==> config.mk <==
export PLATFORM = sky130hd
export DESIGN_NAME = spsub_horner_cell
export DESIGN_NICKNAME = d
export VERILOG_FILES = /design/src/rtl/spsub_pkg.sv /design/src/rtl/spsub_horner_cell.sv
export SDC_FILE = /design/constraint.sdc
export NUM_CORES = 1
export LEC_CHECK = 0
export ABC_AREA = 1
export BUFFER_PORTS_ARGS = -buffer_cell sky130_fd_sc_hd__buf_4
export CORE_MARGIN = 4
export CORE_UTILIZATION = 35
export DETAILED_ROUTE_END_ITERATION = 16
export HOLD_SLACK_MARGIN = 0.02
export SETUP_SLACK_MARGIN = 0.4
export SLEW_MARGIN = 20
export SYNTH_ARGS = -nofsm -noshare
export SYNTH_HDL_FRONTEND = slang
export SYNTH_SLANG_ARGS = --single-unit
==> constraint.sdc <==
create_clock -name clk -period 9.5 [get_ports clk]
set_input_delay 1.9 -clock clk [delete_from_list [all_inputs] [get_ports clk]]
set_output_delay 1.9 -clock clk [all_outputs]
set_load 0.005 [all_outputs]
==> src/rtl/spsub_pkg.sv <==
// ----------------------------------------------------------------------------
// spsub_pkg
// shared constants and helpers for the spline subdivision unit
// ----------------------------------------------------------------------------
package spsub_pkg;

    localparam int CtrlW    = 16;
    localparam int AccW     = 32;
    localparam int QShift   = 12;
    localparam int TW       = 13;
    localparam int LaneCnt  = 9;
    localparam int InW      = 4 * CtrlW;
    localparam int OutW     = (LaneCnt + 1) * CtrlW;
    localparam int Stages   = 5;

    typedef logic [AccW-1:0]  acc_t;
    typedef logic [CtrlW-1:0] ctrl_t;
    typedef logic [TW-1:0]    tparam_t;

    // eight interior parameters, then the segment end
    localparam tparam_t LANE_T [LaneCnt] = '{
        13'h01c7, 13'h038e, 13'h0555, 13'h071c, 13'h08e3,
        13'h0aaa, 13'h0c71, 13'h0e38, 13'h1000
    };

    function automatic acc_t sext_ctrl(input ctrl_t v);
        return {{(AccW-CtrlW){v[CtrlW-1]}}, v};
    endfunction

    // p moved a quarter of the way toward mid, low bits kept
    function automatic ctrl_t pull_q(input acc_t p, input acc_t mid);
        acc_t diff;
        acc_t adj;
        acc_t quarter;
        diff    = p - mid;
        adj     = diff[AccW-1] ? diff + acc_t'(3) : diff;
        quarter = acc_t'($signed(adj) >>> 2);
        return ctrl_t'(p - quarter);
    endfunction

endpackage

==> src/rtl/spsub_horner_cell.sv <==
// ----------------------------------------------------------------------------
// spsub_horner_cell
// one horner step: acc * t in q12, plus the next coefficient, registered
// ----------------------------------------------------------------------------
module spsub_horner_cell
    import spsub_pkg::*;
(
    input  logic    clk,
    input  logic    en,
    input  tparam_t t,
    input  acc_t    acc_in,
    input  acc_t    coef,
    output acc_t    acc_out
);

    acc_t prod;
    acc_t acc_reg;
    acc_t acc_next;

    always_comb
    begin
        prod     = acc_in * acc_t'(t);
        acc_next = acc_t'($signed(prod) >>> QShift) + coef;
    end

    always_ff @(posedge clk)
    begin
        if (en)
        begin
            acc_reg <= acc_next;
        end
    end

    assign acc_out = acc_reg;

endmodule

==> run summary, run 1 <==
status: complete, no violations
max-slew violations: 0
post-synth top area cell: fa_1
vias in the first global route: 11360
slowest stage delay, CP: 0.55 ns
critical path type: primary input to flip-flop
H-Tree Depth: 2
Max Fclk: 118.4 MHz
ranking of synthesized cells by area: fa_1 39%, nand2_1 15%, inv_1 14%
post-cts resize count: 0
post-synthesis simple-gate area fraction: 19.50%
Initial Util: 35.57%
startpoint types: primary input
final hold violation count: 0
Total GRT Usage: 17.38%
Post-synth EDFFs: 32
Yosys reg bits: 32
Core Footprint: 0.03670 mm2
Die Ht: 201.1 um
most frequent cells in the layout: 506 x nand2_1, 492 x inv_1, 257 x fa_1, 110 x buf_4, 82 x ha_1
WP data required: 9.52 ns
number of nets in the layout: 2229
Tcrit/Tclk final: 88.90%
post-DR vias/cell: 4.725
max-cap violations: 0
# setup viols final: 0
Crit. Startpoint: t[4]
CTS Buf Count: 5
root buffer cell: clkbuf_16
CP Max Fanout: 29
slew margin rel.: 64.96%
Mean Syn Cell Area: 7.434 um2
DP HPWL: 28460 um
synthesized instance count: 1756
most used routing layer: met2
DR vias: 10770
Crit. End Element: flip-flop
Mapped Nets: 2174
met3 Use GR: 2.385%
TNS Setup: 0 ns
post-route ant nets: 0
met2 GRT Util: 28.60%
hold path start: coef[0]
die span in x: 201.1 um
sequential element share of the synthesized area: 7.361%
complex-gate fraction of the synthesized area: 6.460%
shortest period the worst path allows: 8.446 ns
layout cells sized above 1: 8.333%
CTS Buffer Depth: 2
max reg flops: 32
drt pass-1 iters: 5
Yosys cell types: 45
number of I/O port buffers: 110
crit path max-delay cell type: ha_1
Starting DRT DRC Count: 583
mapped cell area: 0.01305 mm2
HP Class: primary input to flip-flop
maximum number of pins on one net before global-route repair: 33
post-synth top area share: 39.41%
adder-cell share of the synthesized area: 47.27%
met1 Resource Use GR: 24.54%
diode count: 0
CTS tree: built
total wire length: 34900 um
post-CTS setup buffer count: 0
P&R area growth vs syn: 10.15%
Clk pin slew, worst setup/hold paths: 0.05 ns
top_reg_cell synth: edfxtp_1
GPL Wtd Cong: 0.8859
commonest non-fill, non-tap cell in the layout: nand2_1
Synthesis Warnings: 0
Crit path top cell by count: nand2_1
die area: 0.04045 mm2
hold_buf cts: 0
Post-synth ARST share: 0%
hold path cells: 2
I/O pins: 111
DR DRC count: 0
total clock sinks: 32
WL/cell: 15.31 um
Synth Area in XOR/XNOR: 3.144%
mux cell area share after synthesis: 0%
gr ovfl total: 0
first-pass GRT wire length: 57890 um
initial antenna violation count: 0
main combinational cell family by area after synthesis: adder cells
# rows: 70
RSZ-0062 raised after global routing: false
actual slew at the worst max-slew pin: 0.5243 ns
arrival time worst endpoint: 8.47 ns
final timing paths:
check	endpoint	slack, ns
setup / recovery	acc_out[31]$_DFFE_PP_	1.05
hold / removal	acc_out[0]$_DFFE_PP_	1.93
critical path: cells and delay by family:
| kind | cells | cell delay, ns |
|---|---|---|
| compound gates | 3 | 0.60 |
| buf+inv | 5 | 0.57 |
| simple gates | 16 | 1.95 |
| fa+ha+maj | 7 | 3.43 |
kinds of logic after synthesis:
kind of cell | Yosys count
compound gates | 139
xor+xnor | 46
fa+ha+maj | 339
buf+inv | 561
flops | 32
simple gates | 639
stage by stage:
stage | std cells | worst slack (ns) | hold slack (ns) | utilization [%] | cell area [um2]
final | 2280 | 1.054 | 1.929 | 39.18 | 14380
after global routing | 2280 | 0.5121 | 1.933 | 39.18 | 14380
after CTS | 2280 | 1.030 | 1.927 | 39.18 | 14380
after detailed placement | 2272 | 0.7492 | 2.207 | 38.74 | 14210
after global placement | 2272 | 0.8669 | 2.214 | 38.74 | 14210
after floorplan | 1756 | 1.514 | 2.013 | - | 13050
synthesized netlist by cell type (2+ instances only):
master    number
a21o_1        10
o21bai_1       6
inv_1        492
nand3_1       42
nand2_2        9
edfxtp_1      32
a31oi_1        4
nand3_2        2
fa_1         257
ha_1          82
o21a_1         3
a21boi_0       2
nand2_1      506
a21oi_1       63
nand3b_1       3
o211ai_1       3
o21ai_2        2
nand4_1        7
inv_2          6
o21ai_1        7
a21oi_2        6
nor4_1         3
nor2_1        56
nor3_1         7
buf_1          5
o21bai_2       2
o21ai_0       25
buf_4          3
buf_2          4
xnor2_1       15
xor2_1        30
clkbuf_1      49
layer usage:
layer,wire length (um),share of wire [%],vias up
li1,-,-,5182
met1,15780,45,5194
met2,15930,46,351
met3,2471,7.1,46
met4,716,2.1,0
met5,0,0,-
layout make-up:
class                   instances  area [um2]
fillers                      3822       22320
inverters                     499        1873
repair buffers                110       825.8
flip-flops and latches         32       960.9
well taps                     468       585.6
clock inverters                 2       35.03
multi-input cells            1163        9970
clock buffers                   6       128.9
Power of run 1 is not shown: default switching activity piles up to over one toggle a cycle in this logic, so the estimate is an artifact.
==> run 2: changes to the inputs <==
- CORE_UTILIZATION: 35 -> 45
==> run summary, run 2 (synthesized netlist as in run 1, its figures left out) <==
Max Fclk: 119.1 MHz (was 118.4 MHz)
TNS Setup: 0 ns (unchanged)
hold path cells: 2 (unchanged)
startpoint types: primary input (unchanged)
Total GRT Usage: 22.00% (was 17.38%)
root buffer cell: clkbuf_16 (unchanged)
H-Tree Depth: 2 (unchanged)
Register Area: 960.9 um2 (unchanged)
HP Class: primary input to flip-flop (unchanged)
Crit path buffers/inverters: 7 (was 5)
die span in x: 178.3 um (was 201.1 um)
WL/cell: 15.30 um (was 15.31 um)
footprint of the multi-input gates: 0.009970 mm2 (unchanged)
slew margin rel.: 67.28% (was 64.96%)
GPL Wtd Cong: 0.8749 (was 0.8859)
arrival time worst endpoint: 8.39 ns (was 8.47 ns)
DR vias: 10700 (was 10770)
Hold Path End: acc_out[0]$_DFFE_PP_ (unchanged)
max reg flops: 32 (unchanged)
Tcrit/Tclk final: 88.35% (was 88.90%)
fin area: 0.01425 mm2 (was 0.01438 mm2)
post-route ant nets: 0 (unchanged)
max-cap violations: 0 (unchanged)
RSZ-0062 raised after global routing: false (unchanged)
vias in the first global route: 11170 (was 11360)
P&R area growth vs syn: 9.192% (was 10.15%)
crit-path leading delay family: adder cells (unchanged)
die area: 0.03180 mm2 (was 0.04045 mm2)
CTS tree: built (unchanged)
gr ovfl total: 0 (unchanged)
WP data required: 9.50 ns (was 9.52 ns)
post-DR vias/cell: 4.872 (was 4.725)
status: complete, no violations (unchanged)
Post-Layout Cell Count: 2196 (was 2280)
first-pass GRT wire length: 55770 um (was 57890 um)
critical path type: primary input to flip-flop (unchanged)
crit path max-delay cell type: fa_1 (was ha_1)
initial antenna violation count: 0 (unchanged)
DR DRC count: 0 (unchanged)
# rows: 62 (was 70)
CTS Buf Count: 5 (unchanged)
max-slew violations: 0 (unchanged)
total clock sinks: 32 (unchanged)
I/O pins: 111 (unchanged)
Clk pin slew, worst setup/hold paths: 0.05 ns (about the same)
most frequent cells in the layout: 506 x nand2_1, 492 x inv_1, 257 x fa_1, 110 x buf_4, 82 x ha_1 (unchanged)
fillers: 2892 (was 3822)
hold path start: coef[0] (unchanged)
post-cts resize count: 0 (unchanged)
layout cells sized above 1: 8.333% (unchanged)
Crit. End Element: flip-flop (unchanged)
post-CTS setup buffer count: 0 (unchanged)
commonest non-fill, non-tap cell in the layout: nand2_1 (unchanged)
slowest stage delay, CP: 0.57 ns (was 0.55 ns)
drt pass-1 iters: 5 (unchanged)
hold_buf cts: 0 (unchanged)
Core Footprint: 0.02863 mm2 (was 0.03670 mm2)
placed inst area: 0.01411 mm2 (was 0.01421 mm2)
Crit path top cell by count: inv_1 (was nand2_1)
diode count: 0 (unchanged)
Die Ht: 178.3 um (was 201.1 um)
CP Max Fanout: 31 (was 29)
# setup viols final: 0 (unchanged)
final hold violation count: 0 (unchanged)
maximum number of pins on one net before global-route repair: 33 (unchanged)
number of nets in the layout: 2229 (unchanged)
number of I/O port buffers: 110 (unchanged)
DP HPWL: 27950 um (was 28460 um)
shortest period the worst path allows: 8.393 ns (was 8.446 ns)
post-route worst setup slack: 1.107 ns (was 1.054 ns)
Initial Util: 45.60% (was 35.57%)
dpl cells: 2188 (was 2272)
total wire length: 33610 um (was 34900 um)
Post-Place Setup Slack: 0.8675 ns (was 0.7492 ns)
CTS Buffer Depth: 2 (unchanged)
Starting DRT DRC Count: 572 (was 583)
actual slew at the worst max-slew pin: 0.4897 ns (was 0.5243 ns)
==> run 2: cell types whose count changed in the layout (fill, tap and decap cells not counted) <==
cell,change
bufinv_16,-1
clkinv_1,+1
clkinvlp_4,+2
clkbuf_1,-1
clkinv_2,-1
==> run 2: layout make-up <==
cell class	count	share of cell area, %
clock buffer	5	0.8778
clock inverter	3	0.1317
inverter	499	13.14
multi-input combinational	1163	69.94
sequential	32	6.742
tap	384	3.371
timing repair buffer	110	5.794
==> run 2: per-stage QoR <==
stage / hold WS (ns) / utilization (%)
final: 1.934 / 49.79
after global routing: 1.957 / 49.79
after CTS: 1.927 / 49.79
after detailed placement: 2.204 / 49.29
after global placement: 2.215 / 49.29
after floorplan: 2.013 / -
==> run 2: worst max path at each step <==
stage / from / to / slack (ns) / cells past startpoint
2_1_floorplan: t[1] / acc_out[26]$_DFFE_PP_ / 1.51 / 28
3_3_place_gp: t[4] / acc_out[31]$_DFFE_PP_ / 0.95 / 31
3_5_place_dp: t[4] / acc_out[31]$_DFFE_PP_ / 0.87 / 31
4_1_cts: t[4] / acc_out[31]$_DFFE_PP_ / 1.14 / 31
5_1_grt: t[1] / acc_out[31]$_DFFE_PP_ / 0.59 / 33
6_report: t[1] / acc_out[31]$_DFFE_PP_ / 1.11 / 31
==> run 2: routing by layer <==
metal  vias to the layer above  part of all wire, %  global-route usage, %
met5                         -                    0                      0
met2                       325                   46                  36.53
met4                         0                  1.9                  4.381
met3                        41                  6.8                  2.649
met1                      5150                   46                  31.35
li1                       5183                    -                      -
Power of run 2 is left out for the same reason.
