## config.mk

```make
export PLATFORM = sky130hd
export DESIGN_NAME = spsub_pull_cell
export DESIGN_NICKNAME = d
export VERILOG_FILES = /design/src/rtl/spsub_pkg.sv /design/src/rtl/spsub_pull_cell.sv
export SDC_FILE = /design/constraint.sdc
export NUM_CORES = 1
export LEC_CHECK = 0
export BUFFER_PORTS_ARGS = -buffer_cell sky130_fd_sc_hd__buf_2
export CAP_MARGIN = 0
export CORE_AREA = 2 2 74 76
export CTS_CLUSTER_SIZE = 40
export DETAILED_ROUTE_END_ITERATION = 7
export DIE_AREA = 0 0 76 78
export MAX_ROUTING_LAYER = met4
export PLACE_DENSITY = 0.8
export SYNTH_ARGS = -nofsm -noshare
export SYNTH_HDL_FRONTEND = slang
export SYNTH_SLANG_ARGS = --single-unit
```

## constraint.sdc

```tcl
create_clock -name clk -period 5.85 [get_ports clk]
set_clock_uncertainty 0.1 [all_clocks]
set_input_delay 0.585 -clock clk [delete_from_list [all_inputs] [get_ports clk]]
set_output_delay 0.585 -clock clk [all_outputs]
set_load 0.05 [all_outputs]
```

## src/rtl/spsub_pkg.sv

```systemverilog
// ----------------------------------------------------------------------------
// spsub_pkg
// shared constants and helpers for the spline subdivision unit
// ----------------------------------------------------------------------------
package spsub_pkg;

    localparam int CtrlW    = 16;
    localparam int AccW     = 32;
    localparam int QShift   = 12;
    localparam int TW       = 13;
    localparam int LaneCnt  = 9;
    localparam int InW      = 4 * CtrlW;
    localparam int OutW     = (LaneCnt + 1) * CtrlW;
    localparam int Stages   = 5;

    typedef logic [AccW-1:0]  acc_t;
    typedef logic [CtrlW-1:0] ctrl_t;
    typedef logic [TW-1:0]    tparam_t;

    // eight interior parameters, then the segment end
    localparam tparam_t LANE_T [LaneCnt] = '{
        13'h01c7, 13'h038e, 13'h0555, 13'h071c, 13'h08e3,
        13'h0aaa, 13'h0c71, 13'h0e38, 13'h1000
    };

    function automatic acc_t sext_ctrl(input ctrl_t v);
        return {{(AccW-CtrlW){v[CtrlW-1]}}, v};
    endfunction

    // p moved a quarter of the way toward mid, low bits kept
    function automatic ctrl_t pull_q(input acc_t p, input acc_t mid);
        acc_t diff;
        acc_t adj;
        acc_t quarter;
        diff    = p - mid;
        adj     = diff[AccW-1] ? diff + acc_t'(3) : diff;
        quarter = acc_t'($signed(adj) >>> 2);
        return ctrl_t'(p - quarter);
    endfunction

endpackage

```

## src/rtl/spsub_pull_cell.sv

```systemverilog
// ----------------------------------------------------------------------------
// spsub_pull_cell
// final step of a lane: pull toward the segment midpoint, registered
// ----------------------------------------------------------------------------
module spsub_pull_cell
    import spsub_pkg::*;
(
    input  logic  clk,
    input  logic  en,
    input  acc_t  p,
    input  ctrl_t mid,
    output ctrl_t res
);

    ctrl_t res_reg;
    ctrl_t res_next;

    always_comb
    begin
        res_next = pull_q(p, sext_ctrl(mid));
    end

    always_ff @(posedge clk)
    begin
        if (en)
        begin
            res_reg <= res_next;
        end
    end

    assign res = res_reg;

endmodule

```

==> flow_metrics.tcl, run 1 <==
set metrics [dict create \
    syn_avg_cell_area_sq_um 8.45 \
    start_kind "input pin" \
    ys_seq_area_share_pct 17.4 \
    status "finished clean" \
    ys.flop_type "edfxtp_1" \
    start_util_pct 54.8 \
    crit_type "input pin to flop" \
    relSlewSlack_pct 61.6 \
    hold_slack_ns 0.637 \
    cts_htree_levels 1 \
    grt_pass1_wl_um 9560 \
    postCtsHoldBufs 0 \
    setup_viol 0 \
    drv_slew 0 \
    end_kind "flop" \
    setup_tns_ns 0 \
    power_frac_clock_pct 8.9 \
    vias 2555 \
    grtUsageTotal_pct 19.8 \
    slowest_stage "ha_1" \
    synth_warnings 0 \
    cts.path.max_buffers 2 \
    maxCapViolCount 0 \
    drive_gt1_share_pct 24.0 \
    area_delta_synth_final_pct 17.9 \
    crit_family "compound AO/OA/AOI/OAI gates" \
    cts.sinks 16 \
    holdCritPathClass "input pin to flop" \
    regArea_sq_um 480 \
    viasPerCell 5.44 \
    max_freq_mhz 180 \
    timing.final.crit_period_ns 5.55 \
    hold_violations 0 \
    power_frac_seq_pct 21.4 \
    n_antenna_cell 0 \
    async_reset_ff_share_pct 0 \
    fillerInstances 456 \
    rsz0062_at_grt "no" \
    postLayoutCoreUtil_pct 64.6 \
    io_buffers 65 \
    wl_um 5700 \
    rows 26 \
    die_w_um 76 \
    post-route-period-util_pct 94.9 \
    cts_tree "built" \
    drc 0 \
    die_h_um 78 \
    tightest_slew_ns 0.570 \
    syn_inst 327 \
    initialDrtViolationCount 75 \
    grt_max_degree 17 \
    path_cells "buf_2 -> clkinvlp_4 -> ha_1 -> nand4_1 -> nor3_1 -> a221o_1 -> or3_1 -> o211ai_2 -> nor3_2 -> a221o_1 -> a211o_1 -> xnor2_1 -> ha_1 -> o21a_1 -> o31a_1 -> o41ai_1 -> buf_4 -> o211ai_1 -> o211ai_1 -> o21ai_0 -> o21ai_0 -> nand2b_1 -> xnor3_1" \
    cts-root-buf "clkbuf_8" \
    cp_max_fo 16 \
    leakage_nw 1.53 \
    firstDrtPassIters 4 \
    slowest_delay_ns 0.41 \
    synth.distinct_cells 63 \
    dp_hpwl_um 4900 \
    netlist_area_sq_um 2760 \
    synth_edf_count 16 \
    synth_seq_cells 16 \
    cp.required_ns 5.74 \
    net-switching-power_mw 0.442 \
    p_comb_share_pct 69.7 \
    core_sq_um 5040 \
    vdd_ir_drop_max_mv 0.186 \
    postRouteAntennaNets 0 \
    largest_register_ffs 16 \
    cp.arrival_ns 5.44 \
    grt_pass1_vias 2307 \
    cellPowerDensity_nw_per_um2 280 \
    fin_nets 499 \
    crit_buf_inv 3 \
    grt_overflow_total 0 \
    multi_input_comb_area_sq_um 2160 \
    ios 66 \
    p_sw_share_pct 48.4 \
    globalplace.congestion 0.856 \
    wl_per_cell_um 12.1 \
    antenna_found_initial 0 \
    numCtsBuffers 3 \
    die-area_sq_um 5930 \
    clkTransAtPathRegs_ns 0.06 \
    synthesis.nets 425 \
    intPower_mw 0.471 \
]
[per-layer routing]
metal / GRT usage [%] / wire length, um / share of wire [%] / vias to the layer above
li1: - / - / - / 1365
met1: 23.6 / 2650 / 46 / 1126
met2: 35.3 / 2760 / 48 / 57
met3: 1.16 / 197 / 3.5 / 7
met4: 7.45 / 91 / 1.6 / 0
met5: - / 0 / 0 / -
[power groups by stage]
stage	logic, mW	registers (mW)	clock network (mW)
floorplan	0.348	0.352	0
global placement	0.620	0.198	0
detailed placement	0.632	0.198	0
CTS	0.637	0.196	0.0839
global route	0.694	0.200	0.0888
finish	0.636	0.196	0.0812
[path summary, 6_finish.rpt]
path                     from  endpoint  slack (ns)  cells past startpoint
worst max-delay path  mid[15]   res[15]        0.30                     23
worst min-delay path     p[1]    res[1]        0.64                      2
[synth_stat cells (3+ instances only)]
library cell  count  area, sq um
edfxtp_1         16          480
o211ai_1          3         22.5
nand3_1          10         50.1
inv_1            31          116
a21oi_1          23          115
xnor2_1          23          201
and3_1            5         31.3
a21o_1            5         37.5
xor2_1           15          131
nand4_1           7         43.8
or3_1             3         18.8
o21ai_0          11         55.1
nand2_1          21         78.8
and2_1            3         18.8
a31oi_1           3         18.8
nor3_1           11         55.1
o21a_1            5         37.5
nor2_1           26         97.6
ha_1             46          576
a21oi_2           3         26.3
[cell families (layout without fill, tap and decap cells)]
group | count (synthesis) | after routing | share of synthesized area, %
buf+inv | 32 | 105 | 4.62
flops | 16 | 16 | 17.4
fa+ha+maj | 48 | 48 | 22.3
simple gates | 106 | 106 | 20.7
xor+xnor | 39 | 39 | 12.9
compound gates | 86 | 86 | 22.1
[cells in the final DEF (no fill, tap or decap), types with 11 or more instances in the layout]
cell type   n
buf_2      65
ha_1       46
inv_1      30
nor2_1     26
a21oi_1    23
xnor2_1    23
nand2_1    21
edfxtp_1   16
xor2_1     15
o21ai_0    11
nor3_1     11
[layout make-up]
cell class / instances / share of cell area [%]
sequential: 16 / 14.8
clock buffer: 3 / 1.27
clock inverter: 1 / 0.115
tap: 70 / 2.69
inverter: 31 / 3.69
timing repair buffer: 70 / 11.1
multi-input combinational: 279 / 66.3
[per-stage QoR]
stage          setup slack, ns  total power, mW  area (sq um)  instances
2_1_floorplan            0.518            0.700          2760        327
3_3_place_gp             0.121            0.818          3200        466
3_5_place_dp            0.0541            0.831          3200        466
4_1_cts                  0.287            0.917          3250        470
5_1_grt                 0.0203            0.982          3260        470
6_report                 0.299            0.913          3260        470
[repair_timing]
item                       in CTS  in global routing
setup buffers                   0                  0
gates resized for setup         0                  2
setup endpoints to repair       0                  1
Power figures use the tool's default switching activity.
==> run 2, diff against run 1 <==
BUFFER_PORTS_ARGS = not set   (was -buffer_cell sky130_fd_sc_hd__buf_2)
CORE_AREA = 2 2 71 73   (was 2 2 74 76)
DIE_AREA = 0 0 73 75   (was 0 0 76 78)
DONT_BUFFER_PORTS = 1   (was not set)
PLACE_DENSITY = 0.75   (was 0.8)
SETUP_SLACK_MARGIN = 0.02   (was not set)
==> run 2 against run 1 <==
- non-clock buffer count down 67
- clock power down 2%
- combinational power down 34%
- sequential share of layout area up 1.9 points
- critical path type unchanged
- sequential power up 80%
- global-route usage up 2.0 points
- setup slack better by 0.13 ns
- final cell count down 18%
- sequential cell count unchanged
- largest cell class unchanged
==> flow_metrics.tcl, run 2 (synthesized netlist as in run 1, its figures left out) <==
set metrics [dict create \
    status "finished clean" \
    start_util_pct 59.3 \
    initialDrtViolationCount 74 \
    grt_overflow_total 0 \
    core_sq_um 4660 \
    end_kind "flop" \
    vdd_ir_drop_max_mv 0.141 \
    cts-root-buf "clkbuf_8" \
    timing.final.crit_period_ns 5.42 \
    area_delta_synth_final_pct 4.62 \
    die_h_um 75 \
    crit_family "compound AO/OA/AOI/OAI gates" \
    grtUsageTotal_pct 21.8 \
    hold_start "en" \
    maxCapViolCount 0 \
    path_cells "clkinvlp_4 -> ha_1 -> a21oi_2 -> o21ai_1 -> a221o_1 -> or3_1 -> o211ai_2 -> nor3_2 -> a221o_1 -> a211o_1 -> xnor2_1 -> ha_1 -> a21oi_2 -> o21ai_1 -> a211oi_1 -> o31ai_1 -> or4_1 -> a31o_2 -> a21oi_1 -> xnor2_1" \
    tightest_slew_ns 0.540 \
    globalplace.congestion 0.878 \
    timing.final.ws_setup_ns 0.427 \
    cp.arrival_ns 5.32 \
    cts.sinks 16 \
    drive_gt1_share_pct 8.41 \
    relSlewSlack_pct 63.6 \
    leakage_nw 1.27 \
    rsz0062_at_grt "no" \
    viasPerCell 6.10 \
    post-route-period-util_pct 92.7 \
    mostFrequentLayoutCells "46 x ha_1, 30 x inv_1, 26 x nor2_1, 23 x a21oi_1, 23 x xnor2_1" \
    holdCritPathClass "input pin to flop" \
    postCtsHoldBufs 0 \
    hold_violations 0 \
    vias 2361 \
    grt_pass1_vias 2168 \
    firstDrtPassIters 4 \
    ios 66 \
    start_kind "input pin" \
    io_buffers 0 \
    postCtsSetupBuffers 0 \
    startpoint "mid[15]" \
    cts_tree "built" \
    wl_um 5620 \
    drv_slew 0 \
    layout.cells.most_common "ha_1" \
    rows 25 \
    die_w_um 73 \
    fin_nets 432 \
    cp.required_ns 5.75 \
    setup_viol 0 \
    antenna_found_initial 0 \
    wl_per_cell_um 14.5 \
    cellPowerDensity_nw_per_um2 296 \
    cts_htree_levels 1 \
    grt_max_degree 17 \
    largest_register_ffs 16 \
    post_cts_resized 0 \
    setup_tns_ns 0 \
    slowest_stage "ha_1" \
    max_freq_mhz 184 \
    numCtsBuffers 3 \
    slowest_delay_ns 0.46 \
    cts.path.max_buffers 2 \
    dp_hpwl_um 4790 \
    die-area_sq_um 5480 \
    clkTransAtPathRegs_ns 0.06 \
    cp_max_fo 16 \
    dp_slack_ns 0.145 \
    hold_slack_ns 0.351 \
    n_antenna_cell 0 \
    grt_pass1_wl_um 9310 \
    crit_type "input pin to flop" \
    postRouteAntennaNets 0 \
    crit_buf_inv 1 \
    drc 0 \
]
run 2: final timing paths:
| kind | slack, ns | to | depth (start not counted) |
|---|---|---|---|
| hold / removal | 0.35 | res[9] | 0 |
| setup / recovery | 0.43 | res[14] | 20 |
run 2: layout make-up:
type,instances,area [sq um]
flip-flops and latches,16,480
clock inverters,1,3.75
fillers,432,1770
inverters,31,120
repair buffers,3,22.5
multi-input cells,279,2150
well taps,54,67.6
clock buffers,3,41.3
run 2: report_power, final:
| part | leakage, nW | internal [mW] | switching (mW) |
|---|---|---|---|
| Clock | 0.0231 | 0.0464 | 0.0332 |
| Combinational | 1.09 | 0.193 | 0.229 |
| Sequential | 0.157 | 0.194 | 0.158 |
| Total | 1.27 | 0.434 | 0.420 |
run 2: stage by stage:
stage          instances  utilization (%)  area [sq um]  power (mW)
2_1_floorplan        327                -          2760       0.700
3_3_place_gp         383             61.0          2840       0.764
3_5_place_dp         383             61.0          2840       0.775
4_1_cts              387             61.9          2890       0.856
5_1_grt              387             62.0          2890       0.917
6_report             387             62.0          2890       0.854
run 2: layer usage:
layer | vias up | track usage (%) | part of all wire (%)
met2 | 61 | 37.2 | 47
met4 | 0 | 5.35 | 0.71
met3 | 4 | 1.34 | 3.8
met1 | 1069 | 28.1 | 48
met5 | - | - | 0
li1 | 1227 | - | -
